**src/sv/pointer_motion_threshold_gate_core_defines.svh**
```systemverilog
// Assertion helpers shared by the gate's modules.
// Each macro expects a clock named clk and a synchronous reset named rst in scope.
`ifndef POINTER_MOTION_THRESHOLD_GATE_CORE_DEFINES_SVH
`define POINTER_MOTION_THRESHOLD_GATE_CORE_DEFINES_SVH

// Same-cycle implication.
`define PMTG_ASSERT_NOW(label, ante, cons, msg) \
  label: assert property (@(posedge clk) disable iff (rst) (ante) |-> (cons)) \
    else $error(msg);

// Next-cycle implication.
`define PMTG_ASSERT_NEXT(label, ante, cons, msg) \
  label: assert property (@(posedge clk) disable iff (rst) (ante) |=> (cons)) \
    else $error(msg);

`endif

```
**src/sv/pmtg_pkg.sv**
```systemverilog
package pmtg_pkg;

  localparam int SUM_BITS  = 24;
  localparam int TIME_BITS = 32;

  localparam int CMD_W    = 2;
  localparam int DELTA_W  = 16;
  localparam int TIME_W   = 32;
  localparam int CFG_W    = 16;
  localparam int APB_AW   = 4;
  localparam int APB_DW   = 32;
  localparam int THR_SQ_W = 2 * CFG_W;
  localparam int SQ_W     = 2 * SUM_BITS + 1;

  localparam int Q_AW    = 2;
  localparam int Q_DEPTH = 1 << Q_AW;
  localparam int Q_CW    = Q_AW + 1;

  // Input commands.
  localparam logic [CMD_W-1:0] CMD_X   = 2'd0;
  localparam logic [CMD_W-1:0] CMD_Y   = 2'd1;
  localparam logic [CMD_W-1:0] CMD_KEY = 2'd2;

  // Register indexes.
  localparam logic [1:0] REG_THRESHOLD = 2'd0;
  localparam logic [1:0] REG_WINDOW    = 2'd1;
  localparam logic [1:0] REG_KEY_IDLE  = 2'd2;

  // Classification made by the front end.
  localparam logic [1:0] KIND_NOP   = 2'd0;
  localparam logic [1:0] KIND_CLEAR = 2'd1;
  localparam logic [1:0] KIND_MOVE  = 2'd2;

  // Operation handed from the accumulator to the arming pipeline.
  localparam logic [1:0] OP_NOP     = 2'd0;
  localparam logic [1:0] OP_CLEAR   = 2'd1;
  localparam logic [1:0] OP_MOVE    = 2'd2;
  localparam logic [1:0] OP_RESTART = 2'd3;

  localparam logic [SUM_BITS-1:0] SUM_MAX = {1'b0, {(SUM_BITS-1){1'b1}}};
  localparam logic [SUM_BITS-1:0] SUM_MIN = {1'b1, {(SUM_BITS-1){1'b0}}};

  typedef struct packed {
    logic [1:0]                kind;
    logic                      axis_y;
    logic signed [DELTA_W-1:0] delta;
    logic [TIME_BITS-1:0]      now;
    logic                      layer;
  } evt_word_t;

  typedef struct packed {
    logic [1:0]                 op;
    logic signed [SUM_BITS-1:0] sum_x;
    logic signed [SUM_BITS-1:0] sum_y;
    logic                       layer;
  } acc_word_t;

endpackage

```
**src/sv/pmtg_if.sv**
```systemverilog
interface pmtg_in_if;
  import pmtg_pkg::*;

  logic                      valid;
  logic                      ready;
  logic [CMD_W-1:0]          cmd;
  logic signed [DELTA_W-1:0] delta;
  logic [TIME_W-1:0]         time_ms;
  logic                      layer_active;

  modport source (output valid, output cmd, output delta, output time_ms,
                  output layer_active, input ready);
  modport sink (input valid, input cmd, input delta, input time_ms,
                input layer_active, output ready);
endinterface

interface pmtg_out_if;
  logic valid;
  logic ready;
  logic pass_on;
  logic armed_now;

  modport source (output valid, output pass_on, output armed_now, input ready);
  modport sink (input valid, input pass_on, input armed_now, output ready);
endinterface

```
**src/sv/pointer_motion_threshold_gate_core.sv**
```systemverilog
// Pointer motion threshold gate. Takes one event word per cycle on evt while the
// queue has room (motion X, motion Y or key press, with a millisecond time stamp)
// and returns exactly one result word per event on res, in order: pass_on says
// whether a motion word goes on, armed_now gives the armed flag after that event.
// Throughput is one word per clock, unless res.ready holds back the output, set
// by the single accumulate-and-saturate stage that owns the X/Y sums and the last
// motion time. The classifier writes a four-entry queue at the accepting edge,
// then the accumulator adds, a register takes magnitudes, another squares, and a
// compare against the squared threshold loads the output register. Registers sit
// on the APB port at byte addresses 0 (distance threshold), 4 (activation window)
// and 8 (key idle time) and should be written only while no event is in flight.
module pointer_motion_threshold_gate_core (
  input  logic                          clk,
  input  logic                          rst,
  pmtg_in_if.sink                       evt,
  pmtg_out_if.source                    res,
  input  logic                          psel,
  input  logic                          penable,
  input  logic                          pwrite,
  input  logic [pmtg_pkg::APB_AW-1:0]   paddr,
  input  logic [pmtg_pkg::APB_DW-1:0]   pwdata,
  output logic [pmtg_pkg::APB_DW-1:0]   prdata,
  output logic                          pready
);
  import pmtg_pkg::*;

  logic [CFG_W-1:0] distance_threshold;
  logic [CFG_W-1:0] activation_window;
  logic [CFG_W-1:0] key_idle_time;
  logic [1:0]       reg_index;
  logic             cfg_write;

  logic             q_full;
  logic             q_empty;
  logic             push;
  logic             pop;
  evt_word_t        push_word;
  evt_word_t        q_word;
  logic             acc_valid;
  logic             acc_ready;
  acc_word_t        acc_word;

  assign pready    = 1'b1;
  assign reg_index = paddr[3:2];
  assign cfg_write = psel && penable && pwrite;

  always_comb begin
    unique case (reg_index)
      REG_THRESHOLD: prdata = APB_DW'(distance_threshold);
      REG_WINDOW:    prdata = APB_DW'(activation_window);
      REG_KEY_IDLE:  prdata = APB_DW'(key_idle_time);
      default:       prdata = '0;
    endcase
  end

  always_ff @(posedge clk) begin
    if (rst) begin
      distance_threshold <= CFG_W'(10);
      activation_window  <= CFG_W'(500);
      key_idle_time      <= '0;
    end else if (cfg_write) begin
      case (reg_index)
        REG_THRESHOLD: distance_threshold <= pwdata[CFG_W-1:0];
        REG_WINDOW:    activation_window  <= pwdata[CFG_W-1:0];
        REG_KEY_IDLE:  key_idle_time      <= pwdata[CFG_W-1:0];
        default:       ;
      endcase
    end
  end

  pmtg_front u_front (
    .clk           (clk),
    .rst           (rst),
    .evt           (evt),
    .key_idle_time (key_idle_time),
    .q_full        (q_full),
    .push          (push),
    .push_word     (push_word)
  );

  pmtg_queue u_queue (
    .clk       (clk),
    .rst       (rst),
    .push      (push),
    .push_word (push_word),
    .full      (q_full),
    .pop       (pop),
    .pop_word  (q_word),
    .empty     (q_empty)
  );

  pmtg_back u_back (
    .clk               (clk),
    .rst               (rst),
    .activation_window (activation_window),
    .q_word            (q_word),
    .q_empty           (q_empty),
    .pop               (pop),
    .acc_valid         (acc_valid),
    .acc_word          (acc_word),
    .acc_ready         (acc_ready)
  );

  pmtg_arm u_arm (
    .clk                (clk),
    .rst                (rst),
    .distance_threshold (distance_threshold),
    .acc_valid          (acc_valid),
    .acc_word           (acc_word),
    .acc_ready          (acc_ready),
    .res                (res)
  );

endmodule

```
**src/sv/pmtg_queue.sv**
```systemverilog
`include "pointer_motion_threshold_gate_core_defines.svh"

module pmtg_queue (
  input  logic                clk,
  input  logic                rst,
  input  logic                push,
  input  pmtg_pkg::evt_word_t push_word,
  output logic                full,
  input  logic                pop,
  output pmtg_pkg::evt_word_t pop_word,
  output logic                empty
);
  import pmtg_pkg::*;

  evt_word_t             entries [Q_DEPTH];
  logic [Q_AW-1:0]       wr_ptr;
  logic [Q_AW-1:0]       rd_ptr;
  logic [Q_CW-1:0]       count;

  assign full     = (count == Q_CW'(Q_DEPTH));
  assign empty    = (count == '0);
  assign pop_word = entries[rd_ptr];

  always_ff @(posedge clk) begin
    if (push) begin
      entries[wr_ptr] <= push_word;
    end
  end

  always_ff @(posedge clk) begin
    if (rst) begin
      wr_ptr <= '0;
      rd_ptr <= '0;
      count  <= '0;
    end else begin
      if (push) wr_ptr <= wr_ptr + 1'b1;
      if (pop) rd_ptr <= rd_ptr + 1'b1;
      if (push && !pop) count <= count + 1'b1;
      else if (pop && !push) count <= count - 1'b1;
    end
  end

  `PMTG_ASSERT_NOW(a_count_bound, 1'b1, count <= Q_CW'(Q_DEPTH), "queue count exceeds depth")
  `PMTG_ASSERT_NEXT(a_count_step, push && !pop, count == $past(count) + 1'b1,
                    "queue count did not follow a lone push")
  `PMTG_ASSERT_NOW(a_no_overrun, full, !push, "push into a full queue")

endmodule

```
**src/sv/pmtg_front.sv**
```systemverilog
module pmtg_front (
  input  logic                clk,
  input  logic                rst,
  pmtg_in_if.sink             evt,
  input  logic [pmtg_pkg::CFG_W-1:0] key_idle_time,
  input  logic                q_full,
  output logic                push,
  output pmtg_pkg::evt_word_t push_word
);
  import pmtg_pkg::*;

  logic [TIME_BITS-1:0] last_key_time;
  logic [TIME_BITS-1:0] now;
  logic [TIME_BITS:0]   key_gap;
  logic                 blocked;

  assign now = TIME_BITS'(evt.time_ms);

  // The borrow bit flags a time that went backwards past the last key press.
  assign key_gap = {1'b0, now} - {1'b0, last_key_time};
  assign blocked = (key_idle_time != '0) &&
                   (key_gap[TIME_BITS] ||
                    (key_gap[TIME_BITS-1:0] < TIME_BITS'(key_idle_time)));

  // No word is taken while reset is held.
  assign evt.ready = !q_full && !rst;
  assign push      = evt.valid && evt.ready;

  always_comb begin
    push_word.axis_y = (evt.cmd == CMD_Y);
    push_word.delta  = evt.delta;
    push_word.now    = now;
    push_word.layer  = evt.layer_active;
    unique case (evt.cmd) inside
      CMD_KEY: begin
        push_word.kind = KIND_CLEAR;
      end
      CMD_X, CMD_Y: begin
        if (evt.delta == '0) push_word.kind = KIND_NOP;
        else if (blocked) push_word.kind = KIND_CLEAR;
        else push_word.kind = KIND_MOVE;
      end
      default: begin
        push_word.kind = KIND_NOP;
      end
    endcase
  end

  always_ff @(posedge clk) begin
    if (rst) begin
      last_key_time <= '0;
    end else if (push && evt.cmd == CMD_KEY) begin
      last_key_time <= now;
    end
  end

endmodule

```
**src/sv/pmtg_back.sv**
```systemverilog
module pmtg_back (
  input  logic                clk,
  input  logic                rst,
  input  logic [pmtg_pkg::CFG_W-1:0] activation_window,
  input  pmtg_pkg::evt_word_t q_word,
  input  logic                q_empty,
  output logic                pop,
  output logic                acc_valid,
  output pmtg_pkg::acc_word_t acc_word,
  input  logic                acc_ready
);
  import pmtg_pkg::*;

  logic signed [SUM_BITS-1:0] sum_x;
  logic signed [SUM_BITS-1:0] sum_y;
  logic [TIME_BITS-1:0]       last_motion_time;
  logic [1:0]                 op;
  logic                       layer;

  logic                       slot_free;
  logic [TIME_BITS:0]         motion_gap;
  logic                       restart;
  logic signed [SUM_BITS-1:0] base;
  logic signed [SUM_BITS:0]   wide;
  logic signed [SUM_BITS-1:0] sat;

  assign slot_free = !acc_valid || acc_ready;
  assign pop       = slot_free && !q_empty;

  // A gap counts only when time moved forward past the last motion.
  assign motion_gap = {1'b0, q_word.now} - {1'b0, last_motion_time};
  assign restart    = (last_motion_time != '0) && !motion_gap[TIME_BITS] &&
                      (motion_gap[TIME_BITS-1:0] > TIME_BITS'(activation_window));

  always_comb begin
    if (restart) base = '0;
    else if (q_word.axis_y) base = sum_y;
    else base = sum_x;
    wide = (SUM_BITS+1)'(base) + (SUM_BITS+1)'(q_word.delta);
    if (wide[SUM_BITS] != wide[SUM_BITS-1]) begin
      sat = wide[SUM_BITS] ? SUM_MIN : SUM_MAX;
    end else begin
      sat = wide[SUM_BITS-1:0];
    end
  end

  assign acc_word.op    = op;
  assign acc_word.sum_x = sum_x;
  assign acc_word.sum_y = sum_y;
  assign acc_word.layer = layer;

  always_ff @(posedge clk) begin
    if (rst) begin
      acc_valid        <= 1'b0;
      sum_x            <= '0;
      sum_y            <= '0;
      last_motion_time <= '0;
      op               <= OP_NOP;
      layer            <= 1'b0;
    end else begin
      if (slot_free) acc_valid <= pop;
      if (pop) begin
        layer <= q_word.layer;
        case (q_word.kind)
          KIND_CLEAR: begin
            sum_x            <= '0;
            sum_y            <= '0;
            last_motion_time <= '0;
            op               <= OP_CLEAR;
          end
          KIND_MOVE: begin
            last_motion_time <= q_word.now;
            if (q_word.axis_y) begin
              sum_y <= sat;
              if (restart) sum_x <= '0;
            end else begin
              sum_x <= sat;
              if (restart) sum_y <= '0;
            end
            op <= restart ? OP_RESTART : OP_MOVE;
          end
          default: begin
            op <= OP_NOP;
          end
        endcase
      end
    end
  end

endmodule

```
**src/sv/pmtg_arm.sv**
```systemverilog
`include "pointer_motion_threshold_gate_core_defines.svh"

module pmtg_arm (
  input  logic                clk,
  input  logic                rst,
  input  logic [pmtg_pkg::CFG_W-1:0] distance_threshold,
  input  logic                acc_valid,
  input  pmtg_pkg::acc_word_t acc_word,
  output logic                acc_ready,
  pmtg_out_if.source          res
);
  import pmtg_pkg::*;

  logic [THR_SQ_W-1:0]   thr_sq;

  logic                  s1_v;
  logic [1:0]            s1_op;
  logic                  s1_layer;
  logic [SUM_BITS-1:0]   mag_x;
  logic [SUM_BITS-1:0]   mag_y;

  logic                  s2_v;
  logic [1:0]            s2_op;
  logic                  s2_layer;
  logic [2*SUM_BITS-1:0] sq_x;
  logic [2*SUM_BITS-1:0] sq_y;

  logic                  armed;
  logic                  armed_next;
  logic                  pass_next;
  logic                  reach;
  logic                  adv_out;
  logic                  s2_rdy;
  logic                  s1_rdy;

  assign adv_out   = !res.valid || res.ready;
  assign s2_rdy    = !s2_v || adv_out;
  assign s1_rdy    = !s1_v || s2_rdy;
  assign acc_ready = s1_rdy;

  assign reach = (SQ_W'(sq_x) + SQ_W'(sq_y)) >= SQ_W'(thr_sq);

  always_comb begin
    armed_next = armed;
    pass_next  = 1'b0;
    case (s2_op)
      OP_CLEAR: begin
        armed_next = 1'b0;
      end
      OP_MOVE: begin
        armed_next = armed || reach;
        pass_next  = armed_next || s2_layer;
      end
      OP_RESTART: begin
        armed_next = reach;
        pass_next  = armed_next || s2_layer;
      end
      default: begin
        armed_next = armed;
      end
    endcase
  end

  // Threshold squared each cycle; user writes only while idle, unchecked.
  always_ff @(posedge clk) begin
    thr_sq <= distance_threshold * distance_threshold;
  end

  always_ff @(posedge clk) begin
    if (s1_rdy) begin
      s1_op    <= acc_word.op;
      s1_layer <= acc_word.layer;
      mag_x    <= acc_word.sum_x[SUM_BITS-1] ? -acc_word.sum_x : acc_word.sum_x;
      mag_y    <= acc_word.sum_y[SUM_BITS-1] ? -acc_word.sum_y : acc_word.sum_y;
    end
    if (s2_rdy) begin
      s2_op    <= s1_op;
      s2_layer <= s1_layer;
      sq_x     <= mag_x * mag_x;
      sq_y     <= mag_y * mag_y;
    end
    if (adv_out && s2_v) begin
      res.pass_on   <= pass_next;
      res.armed_now <= armed_next;
    end
  end

  always_ff @(posedge clk) begin
    if (rst) begin
      s1_v      <= 1'b0;
      s2_v      <= 1'b0;
      res.valid <= 1'b0;
      armed     <= 1'b0;
    end else begin
      if (s1_rdy) s1_v <= acc_valid;
      if (s2_rdy) s2_v <= s1_v;
      if (adv_out) res.valid <= s2_v;
      if (adv_out && s2_v) armed <= armed_next;
    end
  end

  `PMTG_ASSERT_NEXT(a_clear_disarms, s2_v && adv_out && s2_op == OP_CLEAR,
                    !res.armed_now && !res.pass_on, "clear did not disarm")
  `PMTG_ASSERT_NOW(a_arm_from_move,
                   $rose(armed),
                   $past(s2_v && adv_out && (s2_op == OP_MOVE || s2_op == OP_RESTART)),
                   "armed rose without a motion word")
  `PMTG_ASSERT_NOW(a_armed_matches, res.valid, res.armed_now == armed,
                   "output armed flag differs from armed state")

endmodule
```
**src/flat_wrapper.sv**
```systemverilog
// flat-port wrapper written by rule: the top's interface ports become plain ports
module pointer_motion_threshold_gate_core_flat import pmtg_pkg::*;
  (clk, rst, psel, penable, pwrite, paddr, pwdata, prdata, pready, evt_valid, evt_cmd, evt_delta, evt_time_ms, evt_layer_active, evt_ready, res_valid, res_pass_on, res_armed_now, res_ready);
  pmtg_in_if evt_i ();
  pmtg_out_if res_i ();
  input  logic clk;
  input  logic rst;
  input  logic psel;
  input  logic penable;
  input  logic pwrite;
  input  logic [pmtg_pkg::APB_AW-1:0] paddr;
  input  logic [pmtg_pkg::APB_DW-1:0] pwdata;
  output logic [pmtg_pkg::APB_DW-1:0] prdata;
  output logic pready;
  input wire logic [$bits(evt_i.valid)-1:0] evt_valid;
  input wire logic [$bits(evt_i.cmd)-1:0] evt_cmd;
  input wire logic [$bits(evt_i.delta)-1:0] evt_delta;
  input wire logic [$bits(evt_i.time_ms)-1:0] evt_time_ms;
  input wire logic [$bits(evt_i.layer_active)-1:0] evt_layer_active;
  output wire logic [$bits(evt_i.ready)-1:0] evt_ready;
  output wire logic [$bits(res_i.valid)-1:0] res_valid;
  output wire logic [$bits(res_i.pass_on)-1:0] res_pass_on;
  output wire logic [$bits(res_i.armed_now)-1:0] res_armed_now;
  input wire logic [$bits(res_i.ready)-1:0] res_ready;
  assign evt_i.valid = evt_valid;
  assign evt_i.cmd = evt_cmd;
  assign evt_i.delta = evt_delta;
  assign evt_i.time_ms = evt_time_ms;
  assign evt_i.layer_active = evt_layer_active;
  assign evt_ready = evt_i.ready;
  assign res_valid = res_i.valid;
  assign res_pass_on = res_i.pass_on;
  assign res_armed_now = res_i.armed_now;
  assign res_i.ready = res_ready;
  pointer_motion_threshold_gate_core u_core (.clk(clk), .rst(rst), .evt(evt_i), .res(res_i), .psel(psel), .penable(penable), .pwrite(pwrite), .paddr(paddr), .pwdata(pwdata), .prdata(prdata), .pready(pready));
endmodule
```
**config.mk**
```make
export PLATFORM = sky130hd
export DESIGN_NAME = pointer_motion_threshold_gate_core_flat
export DESIGN_NICKNAME = d
export VERILOG_FILES = /design/src/sv/pmtg_pkg.sv /design/src/sv/pmtg_if.sv /design/src/sv/pointer_motion_threshold_gate_core.sv /design/src/sv/pmtg_queue.sv /design/src/sv/pmtg_front.sv /design/src/sv/pmtg_back.sv /design/src/sv/pmtg_arm.sv /design/src/flat_wrapper.sv
export VERILOG_INCLUDE_DIRS = /design/src /design/src/sv
export SDC_FILE = /design/constraint.sdc
export NUM_CORES = 2
export LEC_CHECK = 0
export ABC_AREA = 0
export BUFFER_PORTS_ARGS = -buffer_cell sky130_fd_sc_hd__buf_2
export CAP_MARGIN = 5
export CELL_PAD_IN_SITES_DETAIL_PLACEMENT = 1
export CELL_PAD_IN_SITES_GLOBAL_PLACEMENT = 1
export CORE_ASPECT_RATIO = 0.6
export CORE_MARGIN = 1
export CORE_UTILIZATION = 52
export CTS_CLUSTER_SIZE = 40
export DETAILED_ROUTE_END_ITERATION = 7
export PLACE_DENSITY_LB_ADDON = 0.1
export SYNTH_ARGS = -nofsm -noshare
export SYNTH_HDL_FRONTEND = slang
export SYNTH_SLANG_ARGS = --single-unit
```
**constraint.sdc**
```tcl
create_clock -name clk -period 9.6 [get_ports clk]
set_input_delay 1.92 -clock clk [delete_from_list [all_inputs] [get_ports clk]]
set_output_delay 1.92 -clock clk [all_outputs]
set_load 0.01 [all_outputs]
```
* After elaboration in Yosys (flattened, before gate mapping)
Memories as Yosys holds them, arrays and structs flattened. A register that Yosys moved wholly into a read port is not among the register bits. Cells that the tools add are included.
Operators by class: add/sub/neg operators 10, equal/unequal tests 13, multiply operators 3, reductions and logical operators 45, multiplexer cells 26, order comparisons 3
Operator list (number):
- 24-bit two-way mux | 7
- 24-bit by 24-bit multiplier with 48-bit output | 2
- 24-bit case mux with 2 select lines | 2
- 32-bit by 32-bit subtractor with 33-bit output | 2
- 32-bit case mux with 2 select lines | 1
- 48-bit by 48-bit adder with 49-bit output | 1
- 49-bit by 32-bit >= comparator with 1-bit output | 1
- 24-bit negation | 2
- 16-bit case mux with 3 select lines | 1
- 23-bit two-way mux | 2
- 32-bit by 16-bit > comparator with 1-bit output | 1
- 32-bit by 16-bit less-than comparator with 1-bit output | 1
- 16-bit by 16-bit multiplier with 32-bit output | 1
- 32-bit nonzero test | 1
- 24-bit by 16-bit adder with 25-bit output | 1
- 16-bit logical NOT | 1
- 16-bit nonzero test | 1
- 1-bit logical AND | 12
- 2-bit == test (second input constant) | 5
- 1-bit logical NOT | 10
- 2-bit by 1-bit == test with 1-bit output (second input constant) | 4
- 1-bit logical OR | 8
- 2-bit two-way mux | 4
- 2-bit case mux with 2 select lines | 2
- other kinds (17) | 27
Storage, ports and cells: RAM bits 208, memories 1, bits of input ports 94, register bits 359, output and inout bits 37, logic and storage cells 131
Memory list:
- u_core.u_queue.entries | words 4, width 52, rd ports 1, clocked after Yosys merged registers in 1, write ports 1, RTL line pmtg_queue.sv:15 | evt_word_t entries [Q_DEPTH];

* Logic depth before layout (Yosys ltp)
word-level depth 10, depth in mapped cells 39, mapped depth without buffers 35

* Modules after synthesis
From an unflattened synthesis, not the netlist that was laid out.
Second synthesis, totals: cells, all modules 7377, area total of the unflattened synthesis 71180.8 sq um
Modules (own cells, without submodules):
- pmtg_arm | cells an instance 5209, instances 1, area each 49170.9 sq um, seq. area each 5205.0 sq um
- pmtg_queue | cells an instance 316, instances 1, area each 7993.9 sq um, seq. area each 6426.2 sq um
- pmtg_back | cells an instance 1011, instances 1, area each 7514.7 sq um, seq. area each 1681.6 sq um
- pmtg_front | cells an instance 581, instances 1, area each 4037.6 sq um, seq. area each 640.6 sq um
- pointer_motion_threshold_gate_core | cells an instance 260, instances 1, area each 2463.6 sq um, seq. area each 960.9 sq um

* Least setup slack after synthesis
Ideal clock, no wire load.
path kind reg-to-reg, from register with a tool-made name, to register u_core.u_back.sum_y[1], data arrival time 8.080 ns, required time 9.477 ns, buffers on the path 4, setup time 0.123 ns, setup slack 1.397 ns, cell stages (with the launch flop) 37, path through dfxtp_1 clkbuf_1 buf_1 mux4_2 ha_1 a21o_1 or3_1 o21ai_1 nand2_1 a21o_1 a21oi_1 xnor2_1 ha_1 and3_1 nand4_1 nor2_1 nor2_1 a211o_1 a21oi_1 nand4_1 nor4_4 a41oi_4 clkbuf_1 nor2_1 ha_1 a21oi_1 a21oi_1 a211o_1 o21ai_0 a21oi_1 a221o_1 a31o_2 or2_1 buf_2 a21oi_1 nor2_1 mux2_1
RTL lines:
- to (signal assigned) | RTL line pmtg_back.sv:74 | sum_y <= sat;
- to (decl) | RTL line pmtg_back.sv:15 | logic signed [SUM_BITS-1:0] sum_y;

==> flow_summary.ini <==
[detailed_routing]
routed-via-count = 50712
drtIter0Drc = 3470
wirelength_microns = 200000
drt-wirelength-per-cell_microns = 22.2
first_pass_iters = 5
drcViolationCount = 0
vias_per_cell = 5.63
ant_nets = 0

[logic_synthesis]
synthAdderAreaFrac_pct = 41.0
yosysMostFrequentCell = inv_1
synth_mux_area_share_pct = 2.86
synth_compound_area_share_pct = 9.41
synth_edf_count = 358
ys.flop_type = edfxtp_1
synth_top_family_by_area = adder cells
synth_common_cells = inv_1, fa_1, nand2_1
synth_cell_types = 92
avgSynthCellArea_sq_um = 9.72
synth_area_sq_um = 69300
synth-xor-area-share_pct = 3.36
ys_seq_area_share_pct = 21.5
synth_top_cell_area_share_pct = 29.2
async_flop_share_pct = 0
synth_simple_gate_area_share_pct = 12.6
ys_ff_latch = 566
synth_area_leader_cell = fa_1
synthTopCellsByArea = fa_1, edfxtp_1, ha_1
yosysWarnings = 0
netlist_instances = 7137

[critical_path]
critPathKind = register to register
cpPeakStageDelay_ns = 0.58
slowest_stage = mux4_2
required_ns = 10.21
critPathArrivalTime_ns = 9.85
critical_path_peak_fanout = 10
startpoint_type = register
setup.worst_path.end_class = register

[global_route]
grt_util_met2_pct = 45.0
grt-busiest-layer = met1
use_met3_pct = 7.01
grt_antenna_before_repair = 10
grt_pass1_wl_microns = 317000
grt_pass1_vias = 55463
grtUsageTotal_pct = 30.4
grt_max_degree = 64
overflow = 0
grtUsageMet1_pct = 45.8

[sta]
clock.fmax_ghz = 0.108
finalSetupViolCount = 0
whs_ns = 0.428
hold_viol = 0
fin_crit_sh_pct = 96.2
slew_violations = 0
fin_setup_tns_ns = 0
rsz0062_at_grt = false
fin_skew_ns = 0.0324
timing.final.crit_period_ns = 9.24
maxSlewHeadroom_pct = 15.5
worst_slew_pin_slew_ns = 1.25

[floorplan]
ios = 131
die_h_microns = 285
dieArea_sq_um = 135000
start_util_pct = 52.5
rows = 103
core_sq_um = 132000
die_x_microns = 473

[cells_and_area]
areaGrowthSynthToFinish_pct = 6.48
drive_above_1_share_pct = 5.73
final_nets = 8925
num-fill-cells = 14778
instances_no_fill = 9003

[clocking]
numCtsBuffers = 55
clk_pin_slew_ns = 0.07
cts_tree = built
cts_buffer_depth = 3
cts-root-buf = clkbuf_16
holdBufCountCts = 0
cts.sink_count = 566
htreeDepth = 2
clkLatencyLatePin_ns = 0.68

[placement]
dpl.cell_count = 8883
dpl.hpwl_microns = 164000
io_buffers = 95
gp_congestion = 0.912

[pwr]
vdd.ir_drop.worst_v = 0.000169
leakage_nw = 35.0
power_density_nw_per_um2 = 138

[run_status]
run_status = finished, final reports clean

[job]
drv_cap = 0

[min_path]
hold_class = register to register
min_from = u_core.u_arm.s1_layer
[power breakdown]
group	internal, W	switching (W)
Combinational	0.00170	0.00302
Clock	0.00120	0.00109
Sequential	0.00283	0.000340
[critical path: cells and delay by family (launching register included)]
kind | cells | cell delay, ns
AO/OA/AOI/OAI | 13 | 3.49
XOR/XNOR | 2 | 0.56
adder cells (fa/ha/maj) | 3 | 1.00
buffers and inverters | 1 | 0.23
flip-flops | 1 | 0.46
multiplexers | 2 | 0.69
AND/OR/NAND/NOR | 12 | 2.74
[sequential cells by signal (all words and copies together) (netlist names), 24 cells and up, named ones only]
name,count
u_core.u_arm.mag_x,24
u_core.u_arm.mag_y,24
u_core.u_arm.sq_x,47
u_core.u_arm.sq_y,47
u_core.u_arm.thr_sq,31
u_core.u_back.last_motion_time,32
u_core.u_back.sum_x,24
u_core.u_back.sum_y,24
u_core.u_front.last_key_time,32
u_core.u_queue.entries,208
[repair_timing]
action / CTS / global route
gates resized for setup: 0 / 4
buffers inserted: 0 / 12
endpoints found under the setup margin: 0 / 45
[layout make-up]
cell class | instances | area, sq um | share of cell area [%]
Sequential cell | 566 | 14900 | 20.2
Clock buffer | 73 | 1500 | 2.03
Tap cell | 1785 | 2230 | 3.02
Inverter | 1422 | 5340 | 7.23
Multi-Input combinational cell | 4908 | 48100 | 65.2
Antenna cell | 5 | 12.5 | 0.0169
Timing Repair Buffer | 214 | 1380 | 1.87
Clock inverter | 30 | 324 | 0.439
[per-layer routing]
metal	up-vias	share of wire (%)
met5	-	0.035
met4	12	1.6
met3	208	8.0
met2	1310	43
met1	26111	47
li1	23071	-
[cell families after synthesis]
family          Yosys count
simple gates           1794
buf+inv                1678
fa+ha+maj              1666
compound gates         1034
flops                   566
xor+xnor                266
mux                     131
other cells               2
[path summary, 6_finish.rpt]
| check | depth (start not counted) | end | slack [ns] |
|---|---|---|---|
| max | 33 | u_core.u_back.sum_y[14] | 0.36 |
| min | 0 | u_core.u_arm.s2_layer | 0.43 |
| max reg2reg | 33 | u_core.u_back.sum_y[14] | 0.36 |
| min reg2reg | 0 | u_core.u_arm.s2_layer | 0.43 |
[cell usage in the layout (no fill, tap or decap), types with 70 or more instances in the layout]
cell type / instances
a21o_1: 121
a21oi_1: 393
and2_1: 379
buf_2: 94
buf_4: 119
dfxtp_1: 206
edfxtp_1: 358
fa_1: 1012
ha_1: 652
inv_1: 1415
nand2_1: 656
nand3_1: 100
nor2_1: 296
o21ai_0: 179
xnor2_1: 196
xor2_1: 70
[per-stage QoR]
step           cell area [sq um]  total power [W]  setup slack [ns]  utilization [%]
4_1_cts                    73700           0.0100             0.249             55.9
5_1_grt                    73800           0.0107            0.0230             55.9
6_report                   73800           0.0102             0.365             55.9
2_1_floorplan              69400          0.00610              1.40                -
3_5_place_dp               71900          0.00771             0.303             54.5
3_3_place_gp               71900          0.00753             0.685             54.5
Power figures use the tool's default switching activity.
